## config.mk

```make
export PLATFORM = sky130hd
export DESIGN_NAME = itbs_rsp_stage
export DESIGN_NICKNAME = d
export VERILOG_FILES = /design/src/sv/itbs_pkg.sv /design/src/sv/itbs_rsp_stage.sv
export SDC_FILE = /design/constraint.sdc
export NUM_CORES = 1
export LEC_CHECK = 0
export ABC_AREA = 1
export BUFFER_PORTS_ARGS = -buffer_cell sky130_fd_sc_hd__buf_2
export CAP_MARGIN = 10
export CORE_MARGIN = 8
export CORE_UTILIZATION = 25
export DETAILED_ROUTE_END_ITERATION = 8
export MAX_ROUTING_LAYER = met4
export PLACE_DENSITY = 0.61
export SLEW_MARGIN = 15
export SYNTH_ARGS = -nofsm -noshare
export SYNTH_HDL_FRONTEND = slang
export SYNTH_SLANG_ARGS = --single-unit
export TNS_END_PERCENT = 50
```

## constraint.sdc

```tcl
create_clock -name clock -period 1.43 [get_ports clock]
set_input_delay 0.143 -clock clock [delete_from_list [all_inputs] [get_ports clock]]
set_output_delay 0.143 -clock clock [all_outputs]
set_load 0.03 [all_outputs]
```

## src/sv/itbs_pkg.sv

```systemverilog
`timescale 1ns / 1ps

package itbs_pkg;

   localparam int TIMER_COUNT = 16;
   localparam int STAMP_W     = 48;
   localparam int INDEX_W     = 4;
   localparam int TOTAL_W     = 63;
   localparam int CALLS_W     = 32;
   localparam int SEL_W       = (TIMER_COUNT > 1) ? $clog2(TIMER_COUNT) : 1;
   localparam int FREE_W      = $clog2(TIMER_COUNT + 1);

   typedef enum logic [1:0] {
      KIND_REGISTER = 2'd0,
      KIND_START    = 2'd1,
      KIND_STOP     = 2'd2,
      KIND_READ     = 2'd3
   } kind_type;

   typedef enum logic [1:0] {
      STATUS_OK          = 2'd0,
      STATUS_UNKNOWN     = 2'd1,
      STATUS_WRONG_STATE = 2'd2,
      STATUS_FULL        = 2'd3
   } status_type;

   typedef struct packed {
      kind_type             kind;
      logic [INDEX_W-1:0]   timer_index;
      logic [STAMP_W-1:0]   now_stamp;
   } req_type;

   typedef struct packed {
      status_type           status;
      logic [INDEX_W-1:0]   assigned_index;
      logic [TOTAL_W-1:0]   total_ticks;
      logic [STAMP_W-1:0]   min_ticks;
      logic [STAMP_W-1:0]   max_ticks;
      logic [CALLS_W-1:0]   call_count;
      logic                 is_running;
   } rsp_type;

endpackage

```

## src/sv/itbs_rsp_stage.sv

```systemverilog
`timescale 1ns / 1ps

module itbs_rsp_stage import itbs_pkg::*; (
   input  logic                 clock,
   input  logic                 reset,
   input  logic                 load,
   input  rsp_type              rsp_next,
   output logic                 slot_free,
   output logic                 rsp_valid,
   input  logic                 rsp_ready,
   output logic [1:0]           rsp_status,
   output logic [INDEX_W-1:0]   rsp_assigned_index,
   output logic [TOTAL_W-1:0]   rsp_total_ticks,
   output logic [STAMP_W-1:0]   rsp_min_ticks,
   output logic [STAMP_W-1:0]   rsp_max_ticks,
   output logic [CALLS_W-1:0]   rsp_call_count,
   output logic                 rsp_is_running
);

   logic    valid_ff;
   logic    valid_in;
   rsp_type rsp_ff;
   rsp_type rsp_in;

   assign slot_free = !valid_ff || rsp_ready;

   always_comb begin
      valid_in = valid_ff && !rsp_ready;
      rsp_in   = rsp_ff;
      if (load) begin
         valid_in = 1'b1;
         rsp_in   = rsp_next;
      end
   end

   always_ff @(posedge clock) begin
      if (reset) begin
         valid_ff <= 1'b0;
      end else begin
         valid_ff <= valid_in;
      end
      rsp_ff <= rsp_in;
   end

   assign rsp_valid          = valid_ff;
   assign rsp_status         = rsp_ff.status;
   assign rsp_assigned_index = rsp_ff.assigned_index;
   assign rsp_total_ticks    = rsp_ff.total_ticks;
   assign rsp_min_ticks      = rsp_ff.min_ticks;
   assign rsp_max_ticks      = rsp_ff.max_ticks;
   assign rsp_call_count     = rsp_ff.call_count;
   assign rsp_is_running     = rsp_ff.is_running;

endmodule

```

==> results of run 1 <==
==> logic make-up after synthesis <==
family                 after synthesis
DFF                                199
AOI/OAI and AO/OA                    1
buffers and inverters                2
and+or+nand+nor                      1
==> stage by stage <==
step	hold slack (ns)	util, %
3_3_place_gp	0.308	36.5
3_5_place_dp	0.307	36.5
2_1_floorplan	0.205	-
==> reports/qor.txt, run 1 <==
CTS H-tree lvls: 4
Synthesized area: 5990 sq um
Top FF cell, synth: edfxtp_1
I/O Pins: 402
Adder-cell share of the synthesized area: 0%
Post-synth EDFFs: 198
Ys Warns: 0
# placed instances: 937
Row cnt: 56
Register area share after synthesis: 99.6%
CTS root buffer: clkbuf_16
Status: stopped before the end
Syn_area_per_cell: 29.5 sq um
Error: [ERROR RSZ-0060] Max buffer count reached.
Number of library cell types mapped by synthesis: 5
Post-Synth Simple-Gate Area: 0.104%
Area leader, netlist: edfxtp_1
Max clock buf depth: 2
Count leader, synth: edfxtp_1
Top cells by count, synth: edfxtp_1 (198), inv_1 (2), a21oi_2 (1), dfxtp_1 (1), nand2_2 (1)
Synthesized net count: 405
Post-synthesis register bit count: 199
CTS-repair resized insts: 0
Largest family of logic cells by synthesized area: compound AO/OA/AOI/OAI gates
Exit stage: clock tree synthesis
Gpl congestion: 0.813
Cells after synthesis: 203
Dpl ws: 0.304 ns
Compound-Gate Fraction of Synth Area: 0.146%
Asr flop ratio synth: 0%
Number of post-CTS setup repair buffers: 0
Starting density of the core: 25.5%
Sink Count: 199
Die Ht: 171 um
Detail Placement HPWL: 14.8 mm
Xor-xnor portion of the synthesized cell area: 0%
Chip Width: 171 um
Hold_buf cts: 195
PortBufs: 401
Area contributors post-synth: edfxtp_1 (99%), dfxtp_1 (0.33%), a21oi_2 (0.15%)
Top-area cell type share of the netlist area: 99.3%
CTS buffer count: 17
Area after DPL: 8570 sq um
Mux contribution to synthesized area: 0%
==> inputs of run 2 (changes only) <==
CORE_UTILIZATION = 20   (was 25)
MAX_ROUTING_LAYER = unset   (was met4)
PLACE_DENSITY = unset   (was 0.61)
PLACE_DENSITY_LB_ADDON = 0.15   (was unset)
==> run 2 against run 1 <==
  * The flow now finishes without violations
  * Synthesized area unchanged
  * Synthesized cell count unchanged
==> reports/qor.txt, run 2 <==
Status: finished, final reports clean
Number of library cell types mapped by synthesis: 5
Max reg flops: 63
Starting density of the core: 20.3%
Global Route Usage Sum: 11.3%
Hold Crit Depth: 1
CTS H-tree lvls: 4
Initial antenna violation count: 1
WL per Instance: 16.8 um
CTS-repair resized insts: 0
Crit-path cells: nand2_2, buf_2
Core area: 29600 sq um
Final Setup Violations: 0
Top cells by count, synth: edfxtp_1 (198), inv_1 (2), a21oi_2 (1), dfxtp_1 (1), nand2_2 (1)
Final Cycle Share: 83.6%
Chip Width: 189 um
Commonest non-fill, non-tap cell in the layout: buf_2
Max-slew violation count: 0
Number of global-route vias before repair: 5350
Synthesized net count: 405
Detail Placement HPWL: 15.6 mm
Overall Power: 13.9 mW
Worst hold start: load
Min Tclk post-route: 1.20 ns
Critical path origin: rsp_valid$_SDFF_PP0_
Initial DRT Pass Iterations: 4
Worst hold path type: input pin to register
Gpl congestion: 0.776
CP Data Required Time: 1.29 ns
Worst path buffer plus inverter count: 1
Commonest cells after routing, fill and taps aside: buf_2 (400), dlygate4sd3_1 (200), edfxtp_1 (198), clkbuf_16 (17), buf_4 (7)
Cells after synthesis: 203
CP startpoint kind: register
Via count: 4490
CP Depth: 2
Row cnt: 63
DR vias/cell: 3.63
Area contributors post-synth: edfxtp_1 (99%), dfxtp_1 (0.33%), a21oi_2 (0.15%)
Worst path max stage delay: 0.32 ns
Syn_area_per_cell: 29.5 sq um
First-pass GRT wire length: 31.2 mm
Hold Vio Cnt, Final: 0
Max-Cap Viols: 0
Die Ht: 189 um
Top FF cell, synth: edfxtp_1
Share of layout cells above drive strength 1: 52.3%
Final Skew: 0 ns
Reg2reg path depth: 3
Routed WL: 20.8 mm
Die ar.: 35700 sq um
Pleak: 4.70 nW
Number of fill cells: 2756
Post-synth EDFFs: 198
Delay-heaviest family, CP: flip-flops
Clk pin slew, worst setup/hold paths: 0.08 ns
DRT iter0 DRCs: 97
Ys Warns: 0
Area growth syn-to-layout: 86.4%
# DRC: 0
Crit path kind: register to output pin
Area after DPL: 8600 sq um
VDD IR max: 0.000576 V
Worst-path maximum fanout: 2
DRT antenna net count: 0
Register area share after synthesis: 99.6%
Area leader, netlist: edfxtp_1
Final Cell Area: 11200 sq um
Worst setup path end: slot_free
Beginning of the worst register-to-register path: rsp_valid$_SDFF_PP0_
PortBufs: 401
Count leader, synth: edfxtp_1
Asr flop ratio synth: 0%
Post-synthesis register bit count: 199
Worst EP arrival: 1.05 ns
RSZ-0062 raised after global routing: no
FF-to-FF End: rsp_valid$_SDFF_PP0_
Congestion Overflow GR: 0
Max clock buf depth: 2
Slowest-stage cell, CP: dfxtp_1
I/O Pins: 402
Slew HR: 83.3%
Worst setup EP type: output pin
Top-area cell type share of the netlist area: 99.3%
Setup TNS: 0 ns
Power Dens Cells: 1240 nW/um^2
Sink Count: 199
CTS root buffer: clkbuf_16
Measured slew at the worst slew-check pin: 0.250 ns
Net count, final: 1035
CTS tree: built
Setup slack, reg-to-reg: 0.26 ns
Synthesized area: 5990 sq um
Clk Latency, worst-skew pair: 0.42 ns
Largest net degree at the start of global routing: 47
Max Fclk: 837 MHz
CTS buffer count: 17
==> run 2: cell counts after synthesis <==
Identical to the previous run, type by type.
==> run 2: final cells by class <==
class	count	area, sq um	area share, %
clock buffers	17	425	3.81
diodes	1	2.50	0.0224
repair buffers	611	4130	37.0
clock inverters	14	125	1.12
flip-flops and latches	199	5970	53.5
inverters	2	7.51	0.0673
multi-input cells	2	15.0	0.135
well taps	390	488	4.37
==> run 2: worst min path at each step <==
stage | end
after detailed placement | rsp_valid$_SDFF_PP0_
after CTS | rsp_min_ticks[14]$_DFFE_PP_
after floorplan | rsp_valid$_SDFF_PP0_
final | rsp_min_ticks[14]$_DFFE_PP_
after global placement | rsp_valid$_SDFF_PP0_
after global routing | rsp_min_ticks[14]$_DFFE_PP_
==> run 2: repair_timing <==
action,4_1_cts,5_1_grt
endpoints found under the hold margin,199,0
buffers inserted,0,0
hold buffers,200,0
endpoints found under the setup margin,0,0
==> run 2: worst register-to-register path: stages (launching register included) <==
cell and delay, ns:
dfxtp_1 0.35, nand2_2 0.07, a21oi_2 0.12, dlygate4sd3_1 0.56
==> run 2: kinds of logic (layout without fill, tap and decap cells) <==
| group | after synthesis | after routing | share of synthesized area, % |
|---|---|---|---|
| AO/OA/AOI/OAI | 1 | 1 | 0.146 |
| buffers and inverters | 2 | 644 | 0.125 |
| flip-flops | 199 | 199 | 99.6 |
| other | 0 | 1 | 0 |
| AND/OR/NAND/NOR | 1 | 1 | 0.105 |
==> run 2: power breakdown <==
part | switching (mW) | leakage (nW) | internal (mW) | total [mW]
logic | 1.44 | 2.49 | 0.874 | 2.31
registers | 0.113 | 1.95 | 6.92 | 7.03
clock network | 2.27 | 0.263 | 2.28 | 4.54
==> run 2: per-layer routing <==
metal  vias to the layer above  wire length, um  GRT usage [%]
met3                        19             2020           4.86
met2                       225            11100           20.9
met5                         -                0              0
met4                         0              353           3.64
li1                       2085                -              -
met1                      2161             7270           11.3
==> run 2: stage by stage <==
| step | cells | setup slack [ns] | utilization, % | hold slack [ns] |
|---|---|---|---|---|
| after detailed placement | 1004 | 0.344 | 29.1 | 0.307 |
| after floorplan | 203 | 0.524 | - | 0.205 |
| after CTS | 1235 | 0.195 | 37.7 | 0.134 |
| after global routing | 1236 | 0.178 | 37.8 | 0.120 |
| final | 1236 | 0.235 | 37.8 | 0.133 |
| after global placement | 1004 | 0.358 | 29.1 | 0.313 |
No activity file was read; power rests on OpenSTA's default activity.
==> inputs of run 3 (changes only) <==
clock period = 1.2 ns   (was 1.43 ns; I/O delays follow)
==> run 3 against run 2 <==
  * Cell count is the same
  * Core utilization grew 0.093 points
  * Sequential share of layout area shrank 0.12 points
  * Die area is the same
  * Largest power group unchanged
==> reports/qor.txt, run 3 (synthesis gave the netlist of run 2 again) <==
Worst hold path type: input pin to register
Worst path max stage delay: 0.41 ns
CP Data Required Time: 1.08 ns
Worst-path maximum fanout: 1
Fin util: 37.8%
Non-Filler Instances: 1236
DRT iter0 DRCs: 144
Routed WL: 20.9 mm
CTS buffer count: 17
Area growth syn-to-layout: 86.8%
Pleak: 4.71 nW
CTS tree: built
Setup TNS: 0 ns
VDD IR max: 0.00100 V
Antenna diodes: 0
Commonest non-fill, non-tap cell in the layout: buf_2
Max-slew violation count: 0
Slew HR: 82.6%
Clk Latency, worst-skew pair: 0.42 ns
PortBufs: 401
# DRC: 0
Share of layout cells above drive strength 1: 52.6%
Gpl congestion: 0.759
Global Route Usage Sum: 11.4%
Detail Placement HPWL: 15.5 mm
Commonest cells after routing, fill and taps aside: buf_2 (397), dlygate4sd3_1 (200), edfxtp_1 (198), clkbuf_16 (17), buf_4 (8)
I/O Pins: 402
Slowest-stage cell, CP: edfxtp_1
Worst path buffer plus inverter count: 1
Worst setup EP type: output pin
CTS H-tree lvls: 4
Congestion Overflow GR: 0
Row cnt: 63
Via count: 4469
Crit path kind: register to output pin
Die Ht: 189 um
Status: finished, final reports clean
Slack of the critical path: 0.0467 ns
Number of global-route vias before repair: 5301
Hold Vio Cnt, Final: 0
Crit-path cells: buf_2
DR vias/cell: 3.62
Max Fclk: 867 MHz
Number of fill cells: 2782
Min Tclk post-route: 1.15 ns
Clk pin slew, worst setup/hold paths: 0.08 ns
Delay-heaviest family, CP: flip-flops
Starting density of the core: 20.3%
Dpl ws: 0.131 ns
Max-Cap Viols: 0
Power Dens Cells: 1500 nW/um^2
DRT antenna net count: 0
RSZ-0062 raised after global routing: yes
First-pass GRT wire length: 30.8 mm
Initial antenna violation count: 0
Final Skew: 0 ns
Core area: 29600 sq um
CP startpoint kind: register
Sink Count: 199
Initial DRT Pass Iterations: 4
Final Setup Violations: 0
# placed instances: 1004
Final Cycle Share: 96.1%
Net count, final: 1035
CTS root buffer: clkbuf_16
Largest net degree at the start of global routing: 40
Max reg flops: 63
Worst EP arrival: 1.03 ns
Measured slew at the worst slew-check pin: 0.262 ns
WL per Instance: 16.9 um
Max clock buf depth: 2
Die ar.: 35700 sq um
Chip Width: 189 um
-- run 3: final timing paths --
kind	startpoint	end	slack, ns	cells past startpoint
setup / recovery	rsp_total_ticks[12]$_DFFE_PP_	rsp_total_ticks[12]	0.05	1
hold / removal	load	rsp_total_ticks[42]$_DFFE_PP_	0.13	1
setup reg to reg	rsp_valid$_SDFF_PP0_	rsp_valid$_SDFF_PP0_	0.10	3
hold reg to reg	rsp_valid$_SDFF_PP0_	rsp_valid$_SDFF_PP0_	1.03	3
-- run 3: report_power, final --
part | leakage, nW | total (mW) | switching [mW] | internal, mW
logic | 2.50 | 2.75 | 1.70 | 1.05
clock network | 0.270 | 5.61 | 2.69 | 2.92
registers | 1.95 | 8.39 | 0.141 | 8.25
-- run 3: per-layer routing --
layer | vias to the layer above | wire length (um) | GRT usage, %
met1 | 2133 | 7500 | 11.3
met2 | 229 | 11200 | 21.1
li1 | 2089 | - | -
met4 | 0 | 335 | 3.82
met3 | 18 | 1910 | 4.51
met5 | - | 0 | 0
-- run 3: cell type report --
type                    instances  area (sq um)  share of cell area (%)
repair buffers                611          4140                    37.0
inverters                       2          7.51                  0.0671
flip-flops and latches        199          5970                    53.3
clock buffers                  18           429                    3.84
clock inverters                14           139                    1.24
multi-input cells               2          15.0                   0.134
well taps                     390           488                    4.36
-- run 3: what timing repair did --
action	CTS	global route
pin swaps	0	0
buffers inserted	0	0
setup endpoints to repair	2	4
hold endpoints to repair	199	0
hold buffers	200	0
resized for setup	2	3
-- run 3: through the flow --
| stage | area [sq um] | power (mW) | hold slack [ns] |
|---|---|---|---|
| floorplan | 5990 | 9.69 | 0.182 |
| global placement | 8600 | 10.8 | 0.289 |
| detailed placement | 8600 | 10.8 | 0.290 |
| CTS | 11200 | 17.0 | 0.108 |
| global route | 11200 | 17.5 | 0.102 |
| finish | 11200 | 16.7 | 0.128 |
==> inputs of run 4 (changes only) <==
CORE_AREA = 8 8 150 152   (was unset)
CORE_MARGIN = unset   (was 8)
CORE_UTILIZATION = unset   (was 20)
DIE_AREA = 0 0 158 160   (was unset)
==> run 4 against run 3 <==
  * The flow now stops in clock tree synthesis
  * Synthesized area unchanged
  * Synthesized cell count unchanged
==> reports/qor.txt, run 4 <==
Sink Count: 199
Top-area cell type share of the netlist area: 99.3%
PortBufs: 401
Gpl congestion: 0.805
I/O Pins: 402
Syn_area_per_cell: 29.5 sq um
Register area share after synthesis: 99.6%
Error: [ERROR RSZ-0060] Max buffer count reached.
Asr flop ratio synth: 0%
Number of post-CTS setup repair buffers: 0
Starting density of the core: 29.9%
Synthesized area: 5990 sq um
Ys Warns: 0
Top cells by count, synth: edfxtp_1 (198), inv_1 (2), a21oi_2 (1), dfxtp_1 (1), nand2_2 (1)
Detail Placement HPWL: 15.0 mm
Area contributors post-synth: edfxtp_1 (99%), dfxtp_1 (0.33%), a21oi_2 (0.15%)
Hold_buf cts: 184
CTS H-tree lvls: 4
Die Ht: 160 um
Number of library cell types mapped by synthesis: 5
Area leader, netlist: edfxtp_1
Post-synth EDFFs: 198
Status: stopped before the end
CTS root buffer: clkbuf_16
Chip Width: 158 um
CTS buffer count: 17
Row cnt: 52
Cells after synthesis: 203
Top FF cell, synth: edfxtp_1
Count leader, synth: edfxtp_1
Synthesized net count: 405
Exit stage: clock tree synthesis
Post-synthesis register bit count: 199
Max clock buf depth: 2
CTS-repair resized insts: 2
[run 4: metrics by stage]
stage	instances	cell area (sq um)	hold slack, ns	worst slack [ns]	util [%]
detailed placement	886	8470	0.290	0.130	42.3
global placement	886	8470	0.283	0.148	42.3
floorplan	203	5990	0.182	0.294	-
[run 4: cell families after synthesis]
family                 after synthesis  synth area share [%]
and+or+nand+nor                      1                 0.105
DFF                                199                  99.6
AOI/OAI and AO/OA                    1                 0.146
buffers and inverters                2                 0.125
