===== src/sv/itbs_pkg.sv =====
`timescale 1ns / 1ps

package itbs_pkg;

   localparam int TIMER_COUNT = 16;
   localparam int STAMP_W     = 48;
   localparam int INDEX_W     = 4;
   localparam int TOTAL_W     = 63;
   localparam int CALLS_W     = 32;
   localparam int SEL_W       = (TIMER_COUNT > 1) ? $clog2(TIMER_COUNT) : 1;
   localparam int FREE_W      = $clog2(TIMER_COUNT + 1);

   typedef enum logic [1:0] {
      KIND_REGISTER = 2'd0,
      KIND_START    = 2'd1,
      KIND_STOP     = 2'd2,
      KIND_READ     = 2'd3
   } kind_type;

   typedef enum logic [1:0] {
      STATUS_OK          = 2'd0,
      STATUS_UNKNOWN     = 2'd1,
      STATUS_WRONG_STATE = 2'd2,
      STATUS_FULL        = 2'd3
   } status_type;

   typedef struct packed {
      kind_type             kind;
      logic [INDEX_W-1:0]   timer_index;
      logic [STAMP_W-1:0]   now_stamp;
   } req_type;

   typedef struct packed {
      status_type           status;
      logic [INDEX_W-1:0]   assigned_index;
      logic [TOTAL_W-1:0]   total_ticks;
      logic [STAMP_W-1:0]   min_ticks;
      logic [STAMP_W-1:0]   max_ticks;
      logic [CALLS_W-1:0]   call_count;
      logic                 is_running;
   } rsp_type;

endpackage


===== src/sv/itbs_req_stage.sv =====
`timescale 1ns / 1ps

module itbs_req_stage import itbs_pkg::*; (
   input  logic                 clock,
   input  logic                 reset,
   input  logic                 req_valid,
   output logic                 req_ready,
   input  logic [1:0]           req_kind,
   input  logic [INDEX_W-1:0]   req_timer_index,
   input  logic [STAMP_W-1:0]   req_now_stamp,
   input  logic                 advance,
   output logic                 held_valid,
   output req_type              held_req
);

   logic    valid_ff;
   logic    valid_in;
   req_type req_ff;
   req_type req_in;

   assign req_ready  = !valid_ff || advance;
   assign held_valid = valid_ff;
   assign held_req   = req_ff;

   always_comb begin
      valid_in = valid_ff;
      req_in   = req_ff;
      if (req_ready) begin
         valid_in = req_valid;
         req_in   = '{kind: kind_type'(req_kind), timer_index: req_timer_index,
                      now_stamp: req_now_stamp};
      end
   end

   always_ff @(posedge clock) begin
      if (reset) begin
         valid_ff <= 1'b0;
      end else begin
         valid_ff <= valid_in;
      end
      req_ff <= req_in;
   end

endmodule


===== config.mk =====
export PLATFORM = sky130hd
export DESIGN_NAME = itbs_req_stage
export DESIGN_NICKNAME = d
export VERILOG_FILES = /design/src/sv/itbs_pkg.sv /design/src/sv/itbs_req_stage.sv
export SDC_FILE = /design/constraint.sdc
export NUM_CORES = 1
export LEC_CHECK = 0
export BUFFER_PORTS_ARGS = -buffer_cell sky130_fd_sc_hd__buf_2
export CORE_MARGIN = 5
export CORE_UTILIZATION = 43
export CTS_CLUSTER_DIAMETER = 200
export DETAILED_ROUTE_END_ITERATION = 16
export PLACE_DENSITY = 0.83
export SETUP_SLACK_MARGIN = 0.4
export SLEW_MARGIN = 20
export SYNTH_ARGS = -nofsm -noshare
export SYNTH_HDL_FRONTEND = slang
export SYNTH_SLANG_ARGS = --single-unit

===== constraint.sdc =====
create_clock -name clock -period 3 [get_ports clock]
set_clock_uncertainty 0.05 [all_clocks]
set_input_delay 0.6 -clock clock [delete_from_list [all_inputs] [get_ports clock]]
set_output_delay 0.6 -clock clock [all_outputs]
set_load 0.02 [all_outputs]

==> flow_metrics.env, run 1 <==
export IMPL_outcome="completed"
export IMPL_die_height_microns=72.28
export IMPL_seq_area_frac_synth=0.9842
export IMPL_cts_max_level=2
export IMPL_post_place_ws_ns=1.128
export IMPL_cts_buffer_depth=2
export IMPL_whs_ns=0.4032
export IMPL_max_freq_mhz=537.0
export IMPL_drt_initial_drc_count=27
export IMPL_whs_endpoint="held_valid$_SDFFE_PP0P_"
export IMPL_grtUsageTotal=0.1506
export IMPL_hold_viol=0
export IMPL_synth_most_common_cell="edfxtp_1"
export IMPL_postCtsSetupBuffers=0
export IMPL_cpPeakStageDelay_ns=0.30
export IMPL_maxCapViolCount=0
export IMPL_reg2reg_depth=2
export IMPL_max_slew_worst_pin_slew_ns=0.4235
export IMPL_avgSynthCellArea_sq_um=28.76
export IMPL_drt_wirelength_per_cell_microns=17.15
export IMPL_vias=1019
export IMPL_postSynthCellCount=58
export IMPL_row_count=22
export IMPL_period_share=0.6207
export IMPL_register_area_sq_mm=0.001642
export IMPL_slowest_stage="nand2b_4"
export IMPL_reg2reg_from="held_valid$_SDFFE_PP0P_"
export IMPL_gp_congestion=0.7391
export IMPL_yosysTopAreaCell="edfxtp_1"
export IMPL_ant_nets=0
export IMPL_place_hpwl_microns=3170
export IMPL_clock_sinks=55
export IMPL_grt_pass1_wl_microns=5602
export IMPL_multiInputGateArea_sq_um=22.52
export IMPL_critPathRequiredTime_ns=2.35
export IMPL_die_area_sq_mm=0.005224
export IMPL_reg2reg_to="held_req[38]$_DFFE_PP_"
export IMPL_hold_start="reset"
export IMPL_top_usage_layer="met2"
export IMPL_cts_clk_slew_worst_paths_ns=0.09
export IMPL_cts_repair_resize_count=0
export IMPL_synth_seq_cells=55
export IMPL_grt_max_degree=36
export IMPL_slew_violations=0
export IMPL_cp_data_arrival_time_ns=1.21
export IMPL_path_class="primary input to output port"
export IMPL_critPathCaptureType="output port"
export IMPL_first_global_vias=1083
export IMPL_startpoint_type="primary input"
export IMPL_ys_top_cells_by_area="edfxtp_1 97%, dfxtp_1 1.2%, nand2b_4 0.83%"
export IMPL_hp_class="primary input to register"
export IMPL_use_met3=0.05125
export IMPL_use_met1=0.1570
export IMPL_synth_cell_types=5
export IMPL_drc=0
export IMPL_period_needed_ns=1.862
export IMPL_rsz0062_at_grt="no"
export IMPL_syn_area_sq_mm=0.001668
export IMPL_yosysWarningCount=0
export IMPL_nFillCells=267
export IMPL_cp_max_fo=22
export IMPL_viasPerCell=4.469
export IMPL_hold_depth=2
export IMPL_io_pins=114
export IMPL_leakage_nw=1.071
export IMPL_fin_ws_ns=1.138
export IMPL_wl_microns=3910
export IMPL_clock_root_buffer="clkbuf_8"
export IMPL_use_met2=0.2801
export IMPL_critPathBufInv=2
export IMPL_dr_pass1_iters=4
export IMPL_diodes=0
export IMPL_nNetsFinal=237
export IMPL_coreArea_sq_mm=0.003716
export IMPL_final_layout_size_suffix_gt1_frac=0.6889
export IMPL_antenna_found_initial=0
export IMPL_crit_chain="buf_2 -> nand2b_4 -> buf_2"
export IMPL_grt_remaining_overflow=0
export IMPL_setup_viol=0
export IMPL_power_density_mw_per_mm2=613.4
export IMPL_crit_family="buffers and inverters"
export IMPL_cts_buffers=5
export IMPL_cts_tree="done"
export IMPL_fp_dieW_microns=72.28
export IMPL_ctsHoldBuffers=0
export IMPL_fin_util=0.6431
export IMPL_area_delta_synth_final_pct=43.29
export IMPL_slew_headroom=0.7177
export IMPL_initial_core_util=0.4488
export IMPL_netlist_area_leader_share=0.9722
export IMPL_synth_nets=116
export IMPL_reg2reg_slack_ns=1.53
export IMPL_ir_drop_uv=353.8
export IMPL_fin_tns_setup_ns=0
export IMPL_synthTopCellsByCount="54 x edfxtp_1, 1 x a21oi_2, 1 x dfxtp_1, 1 x inv_1, 1 x nand2b_4"
export IMPL_clk_latency_ns=0.29
export IMPL_synthFlopType="edfxtp_1"
export IMPL_path_common_cell="buf_2"
export IMPL_async_reset_ff_frac=0
export IMPL_portBuffers=113
export IMPL_synth_edf_count=54
sequential cells by signal, summed over array words and instances (netlist names):
name / cells
held_req: 54
held_valid: 1
how the worst max path moves through the flow:
stage | to | cells after the start | slack, ns | startpoint
2_1_floorplan | req_ready | 1 | 1.25 | advance
3_3_place_gp | req_ready | 3 | 1.15 | advance
3_5_place_dp | req_ready | 3 | 1.13 | advance
4_1_cts | req_ready | 3 | 1.12 | advance
5_1_grt | req_ready | 3 | 1.09 | advance
6_report | req_ready | 3 | 1.14 | advance
layout by cell type (no fill, tap or decap):
cell        instances
clkbuf_8            5
clkinv_2            1
inv_1               1
nand2b_4            1
dfxtp_1             1
clkinvlp_4          2
edfxtp_1           54
buf_4               1
a21oi_2             1
buf_2             113
power by group:
part           total (W)  internal, W  switching (W)
combinational   0.000172    0.0000615       0.000110
clock           0.000378     0.000162       0.000216
sequential      0.000916     0.000901      0.0000147
total            0.00147      0.00113       0.000341
metrics by stage:
step	power (W)	instance area, sq um	std cells
after floorplan	0.001015	1668	58
after global placement	0.001099	2301	220
after detailed placement	0.001109	2301	220
after CTS	0.001490	2390	228
after global routing	0.001530	2390	228
final	0.001466	2390	228
logic make-up (layout without fill, tap and decap cells):
group                  Yosys count  count (layout)  share of synthesized area
AND/OR/NAND/NOR                  1               1                   0.008250
flip-flops                      55              55                     0.9842
AO/OA/AOI/OAI                    1               1                   0.005252
buffers and inverters            1             123                   0.002248
per-layer routing:
layer | share of wire | wire length (microns) | vias up
li1 | - | - | 469
met1 | 0.35 | 1386 | 479
met2 | 0.53 | 2059 | 69
met3 | 0.11 | 430 | 2
met4 | 0.0087 | 34 | 0
met5 | 0 | 0 | -
area by class of cell:
type                       instances  area share
inverter                           1    0.001571
timing repair buffer             114      0.2398
clock buffer                       5     0.02880
sequential                        55      0.6869
tap                               48     0.02513
multi-input combinational          2    0.009424
clock inverter                     3    0.008377
(Power assumes the default switching activity.)
==> inputs of run 2 (changes only) <==
--- a/config.mk
+++ b/config.mk
@@ -7,10 +7,10 @@
 export LEC_CHECK = 0
 export BUFFER_PORTS_ARGS = -buffer_cell sky130_fd_sc_hd__buf_2
 export CORE_MARGIN = 5
-export CORE_UTILIZATION = 43
+export CORE_UTILIZATION = 36
 export CTS_CLUSTER_DIAMETER = 200
 export DETAILED_ROUTE_END_ITERATION = 16
-export PLACE_DENSITY = 0.83
+export PLACE_DENSITY = 0.74
 export SETUP_SLACK_MARGIN = 0.4
 export SLEW_MARGIN = 20
 export SYNTH_ARGS = -nofsm -noshare
==> constraint.sdc (replaced) <==
create_clock -name clock -period 1.61 [get_ports clock]
set_clock_uncertainty 0.05 [all_clocks]
set_input_delay 0.322 -clock clock [delete_from_list [all_inputs] [get_ports clock]]
set_output_delay 0.322 -clock clock [all_outputs]
set_load 0.02 [all_outputs]
==> run 2 against run 1 <==
- die area grew 17%
- critical path depth shrank 2
- worst setup slack lost 0.78 ns
- first-iteration DRC count up 22%
- largest power group unchanged
- via count grew 1.1%
- non-clock buffer count increased by 2
==> flow_metrics.env, run 2 (synthesis results as in run 1) <==
export IMPL_drt_initial_drc_count=33
export IMPL_period_share=0.7776
export IMPL_gp_congestion=0.6685
export IMPL_crit_chain="buf_6"
export IMPL_cts_tree="done"
export IMPL_max_slew_worst_pin_slew_ns=0.2777
export IMPL_grtUsageTotal=0.1298
export IMPL_cts_clk_slew_worst_paths_ns=0.09
export IMPL_cp_data_arrival_time_ns=0.88
export IMPL_placed_area_sq_mm=0.002327
export IMPL_final_layout_size_suffix_gt1_frac=0.6923
export IMPL_grt_max_degree=34
export IMPL_fin_tns_setup_ns=0
export IMPL_die_area_sq_mm=0.006094
export IMPL_hold_viol=0
export IMPL_critPathRequiredTime_ns=1.24
export IMPL_grt_remaining_overflow=0
export IMPL_viasPerCell=4.402
export IMPL_slew_violations=0
export IMPL_io_pins=114
export IMPL_ant_nets=0
export IMPL_path_class="register to output port"
export IMPL_fp_dieW_microns=78.07
export IMPL_cp_max_fo=1
export IMPL_period_needed_ns=1.252
export IMPL_hp_class="primary input to register"
export IMPL_finalInstanceArea_sq_mm=0.002705
export IMPL_slowest_stage="edfxtp_1"
export IMPL_grt_pass1_wl_microns=5802
export IMPL_whs_ns=0.1095
export IMPL_rsz0062_at_grt="yes"
export IMPL_outcome="completed"
export IMPL_startpoint_type="register"
export IMPL_setup_viol=0
export IMPL_post_place_ws_ns=0.3848
export IMPL_row_count=24
export IMPL_first_global_vias=1145
export IMPL_die_height_microns=78.07
export IMPL_diodes=0
export IMPL_cpPeakStageDelay_ns=0.42
export IMPL_cts_max_level=2
export IMPL_leakage_nw=1.190
export IMPL_ir_drop_uv=711.8
export IMPL_fin_ws_ns=0.3581
export IMPL_critPathBufInv=1
export IMPL_slew_headroom=0.8149
export IMPL_final_common_cell="buf_2"
export IMPL_drc=0
export IMPL_area_delta_synth_final_pct=62.19
export IMPL_critPathCaptureType="output port"
export IMPL_clk_latency_ns=0.30
export IMPL_nNetsFinal=239
export IMPL_clock_root_buffer="clkbuf_8"
export IMPL_vias=1030
export IMPL_drt_wirelength_per_cell_microns=16.38
export IMPL_clock_sinks=55
export IMPL_initial_core_util=0.3778
export IMPL_maxCapViolCount=0
export IMPL_wl_microns=3834
export IMPL_largest_reg_flops=54
export IMPL_coreArea_sq_mm=0.004414
export IMPL_crit_family="flip-flops"
export IMPL_cts_buffer_depth=2
export IMPL_power_density_mw_per_mm2=1108
export IMPL_portBuffers=113
export IMPL_cts_buffers=5
export IMPL_antenna_found_initial=0
export IMPL_max_freq_mhz=798.8
export IMPL_final_cell_mix="71 x buf_2, 54 x edfxtp_1, 42 x buf_6"
export IMPL_dr_pass1_iters=5
[run 2: where the power goes]
| group | internal, W | switching [W] |
|---|---|---|
| clock | 0.000456 | 0.000414 |
| sequential | 0.00168 | 0.0000398 |
| combinational | 0.000201 | 0.000206 |
| total | 0.00234 | 0.000660 |
[run 2: per-stage QoR]
step / power, W / std cells / util
floorplan: 0.001891 / 58 / -
global placement: 0.002054 / 225 / 0.5272
detailed placement: 0.002065 / 225 / 0.5272
CTS: 0.002971 / 233 / 0.5777
global route: 0.003143 / 234 / 0.6128
finish: 0.002997 / 234 / 0.6128
[run 2: per-layer routing]
metal | routed length [microns] | global-route usage | vias to the layer above
met4 | 71 | 0.05574 | 0
met2 | 1987 | 0.2078 | 72
li1 | - | - | 475
met5 | 0 | 0 | -
met3 | 662 | 0.1053 | 7
met1 | 1112 | 0.1197 | 476
[run 2: path summary, 6_finish.rpt]
path	from	to	slack (ns)	cells past startpoint
setup / recovery	held_req[4]$_DFFE_PP_	held_req[4]	0.36	1
hold / removal	reset	held_valid$_SDFFE_PP0P_	0.11	2
setup reg to reg	held_valid$_SDFFE_PP0P_	held_req[1]$_DFFE_PP_	0.42	3
hold reg to reg	held_valid$_SDFFE_PP0P_	held_req[52]$_DFFE_PP_	0.75	2
[run 2: repair_timing]
action,CTS,global route
setup buffers,0,1
hold buffers,0,0
endpoints found under the setup margin,46,56
gates resized for setup,37,47
[run 2: area by class of cell]
class	count	area, sq um
Multi-Input combinational cell	2	22.52
Sequential cell	55	1643
Fill cell	326	1709
Tap cell	52	65.06
Clock inverter	3	38.79
Clock buffer	5	68.82
Timing Repair Buffer	116	863.3
Inverter	1	3.754
==> inputs of run 3 (changes only) <==
--- a/config.mk
+++ b/config.mk
@@ -5,12 +5,13 @@
 export SDC_FILE = /design/constraint.sdc
 export NUM_CORES = 1
 export LEC_CHECK = 0
+export ABC_AREA = 1
 export BUFFER_PORTS_ARGS = -buffer_cell sky130_fd_sc_hd__buf_2
 export CORE_MARGIN = 5
-export CORE_UTILIZATION = 36
+export CORE_UTILIZATION = 40
 export CTS_CLUSTER_DIAMETER = 200
 export DETAILED_ROUTE_END_ITERATION = 16
-export PLACE_DENSITY = 0.74
+export PLACE_DENSITY = 0.78
 export SETUP_SLACK_MARGIN = 0.4
 export SLEW_MARGIN = 20
 export SYNTH_ARGS = -nofsm -noshare
==> constraint.sdc (replaced) <==
create_clock -name clock -period 1.22 [get_ports clock]
set_clock_uncertainty 0.05 [all_clocks]
set_input_delay 0.244 -clock clock [delete_from_list [all_inputs] [get_ports clock]]
set_output_delay 0.244 -clock clock [all_outputs]
set_load 0.02 [all_outputs]
==> run 3 against run 2 <==
- register-to-register slack worse by 0.36 ns
- non-clock buffer count is 14 higher
- largest power group unchanged
- worst setup slack worse by 0.31 ns
==> flow_metrics.env, run 3 <==
export IMPL_use_met2=0.2595
export IMPL_synthTopCellsByCount="54 x edfxtp_1, 2 x inv_1, 1 x a21oi_2, 1 x dfxtp_1, 1 x nand2_2"
export IMPL_first_global_vias=1213
export IMPL_die_area_sq_mm=0.005550
export IMPL_maxCapViolCount=0
export IMPL_viasPerCell=4.482
export IMPL_period_needed_ns=1.171
export IMPL_dr_pass1_iters=4
export IMPL_ant_nets=0
export IMPL_row_count=23
export IMPL_grt_pass1_wl_microns=5989
export IMPL_initial_core_util=0.4130
export IMPL_power_density_mw_per_mm2=1286
export IMPL_netlist_area_leader_share=0.9744
export IMPL_largest_reg_flops=54
export IMPL_hold_depth=2
export IMPL_grtUsageTotal=0.1534
export IMPL_critPathCaptureType="output port"
export IMPL_cts_tree="done"
export IMPL_nNetsFinal=254
export IMPL_cts_max_level=2
export IMPL_cts_clk_slew_worst_paths_ns=0.09
export IMPL_cts_buffer_depth=2
export IMPL_fin_tns_setup_ns=0
export IMPL_use_met1=0.1472
export IMPL_grt_remaining_overflow=0
export IMPL_drt_initial_drc_count=41
export IMPL_io_pins=114
export IMPL_wl_microns=4431
export IMPL_yosysTopAreaCell="edfxtp_1"
export IMPL_final_common_cell="buf_2"
export IMPL_area_delta_synth_final_pct=80.68
export IMPL_reg2reg_from="held_valid$_SDFFE_PP0P_"
export IMPL_reg2reg_slack_ns=0.06
export IMPL_startpoint_type="register"
export IMPL_drc=0
export IMPL_slew_violations=0
export IMPL_reg2reg_depth=4
export IMPL_whs_ns=0.03696
export IMPL_max_slew_worst_pin_slew_ns=0.1694
export IMPL_hold_start="reset"
export IMPL_ys_top_cells_by_area="edfxtp_1 97%, dfxtp_1 1.2%, a21oi_2 0.53%"
export IMPL_yosysWarningCount=0
export IMPL_period_share=0.9599
export IMPL_hold_viol=0
export IMPL_leakage_nw=1.334
export IMPL_reg2reg_to="held_req[32]$_DFFE_PP_"
export IMPL_postSynthCellCount=59
export IMPL_clock_root_buffer="clkbuf_8"
export IMPL_async_reset_ff_frac=0
export IMPL_gp_congestion=0.6573
export IMPL_synth_most_common_cell="edfxtp_1"
export IMPL_die_height_microns=74.50
export IMPL_use_met3=0.1027
export IMPL_synth_nets=117
export IMPL_critPathRequiredTime_ns=0.93
export IMPL_outcome="completed"
export IMPL_rsz0062_at_grt="yes"
export IMPL_ir_drop_uv=1070
export IMPL_synthFlopType="edfxtp_1"
export IMPL_vias=1107
export IMPL_drt_wirelength_per_cell_microns=17.94
export IMPL_setup_viol=0
export IMPL_path_class="register to output port"
export IMPL_seq_area_frac_synth=0.9865
export IMPL_top_usage_layer="met2"
export IMPL_place_hpwl_microns=2800
export IMPL_synth_cell_types=5
export IMPL_cts_buffers=5
export IMPL_final_layout_size_suffix_gt1_frac=0.7107
export IMPL_diodes=0
export IMPL_coreArea_sq_mm=0.004029
export IMPL_cp_data_arrival_time_ns=0.88
export IMPL_clk_latency_ns=0.30
export IMPL_slew_headroom=0.8869
export IMPL_avgSynthCellArea_sq_um=28.21
export IMPL_max_freq_mhz=853.9
export IMPL_clock_sinks=55
export IMPL_final_cell_mix="68 x buf_2, 54 x edfxtp_1, 51 x buf_6"
export IMPL_grt_max_degree=17
export IMPL_placed_area_sq_mm=0.002357
export IMPL_whs_endpoint="held_valid$_SDFFE_PP0P_"
export IMPL_portBuffers=113
export IMPL_cp_max_fo=2
export IMPL_antenna_found_initial=0
export IMPL_nFillCells=235
export IMPL_fp_dieW_microns=74.50
export IMPL_synth_seq_cells=55
export IMPL_syn_area_sq_mm=0.001664
export IMPL_synth_edf_count=54
export IMPL_finalInstanceArea_sq_mm=0.003007
export IMPL_hp_class="primary input to register"
run 3: cell count changes in the layout (fill, tap and decap cells not counted), moves of 2 or more:
cell and delta:
buf_6 +9, buf_4 -2, buf_16 +5, buf_12 +4
buf_2 -3
run 3: power by group:
part / total [W] / leakage (nW) / internal [W] / switching (W)
logic: 0.000655 / 0.725 / 0.000354 / 0.000301
clock network: 0.000936 / 0.0412 / 0.000402 / 0.000534
registers: 0.00228 / 0.568 / 0.00222 / 0.0000583
run 3: cell families (layout without fill, tap and decap cells):
kind of cell	count (synthesis)	after routing	share of synthesized area
DFF	55	55	0.9865
and+or+nand+nor	1	1	0.003762
buffers and inverters	2	140	0.004513
AOI/OAI and AO/OA	1	1	0.005264
run 3: critical path, stage by stage (launching register included):
cell,delay (ns)
dfxtp_4,0.39
nand2_8,0.06
buf_6,0.13
run 3: worst max path at each step:
stage,start,endpoint,depth (start not counted)
finish,held_valid$_SDFFE_PP0P_,req_ready,2
global route,held_req[20]$_DFFE_PP_,held_req[20],1
CTS,held_req[27]$_DFFE_PP_,held_req[27],1
detailed placement,advance,held_req[45]$_DFFE_PP_,4
global placement,advance,held_req[43]$_DFFE_PP_,4
floorplan,held_valid$_SDFFE_PP0P_,held_req[0]$_DFFE_PP_,1
run 3: per-layer routing:
metal,vias up,part of all wire
met5,-,0
met4,0,0.011
met3,4,0.15
met2,72,0.54
met1,524,0.30
li1,507,-
run 3: final cells by class:
type | instances | area [sq um] | area share
Timing Repair Buffer | 130 | 1177 | 0.3916
Sequential cell | 55 | 1645 | 0.5472
Multi-Input combinational cell | 2 | 28.78 | 0.009571
Inverter | 2 | 7.507 | 0.002497
Tap cell | 50 | 62.56 | 0.02081
Clock inverter | 2 | 12.51 | 0.004161
Clock buffer | 6 | 72.57 | 0.02414
run 3: through the flow:
step / util / power (W) / worst slack [ns] / instances
finish: 0.7463 / 0.003867 / 0.04895 / 247
global route: 0.7463 / 0.004040 / 0.003386 / 247
CTS: 0.7053 / 0.003833 / 0.04057 / 245
detailed placement: 0.5851 / 0.002733 / 0.1551 / 225
global placement: 0.5851 / 0.002720 / 0.1651 / 225
floorplan: - / 0.002497 / 0.1804 / 59
run 3: repair_timing:
action / 4_1_cts / 5_1_grt
setup buffers: 7 / 1
gates resized for setup: 62 / 42
cloned: 5 / 1
setup endpoints to repair: 107 / 111
hold buffers: 0 / 0
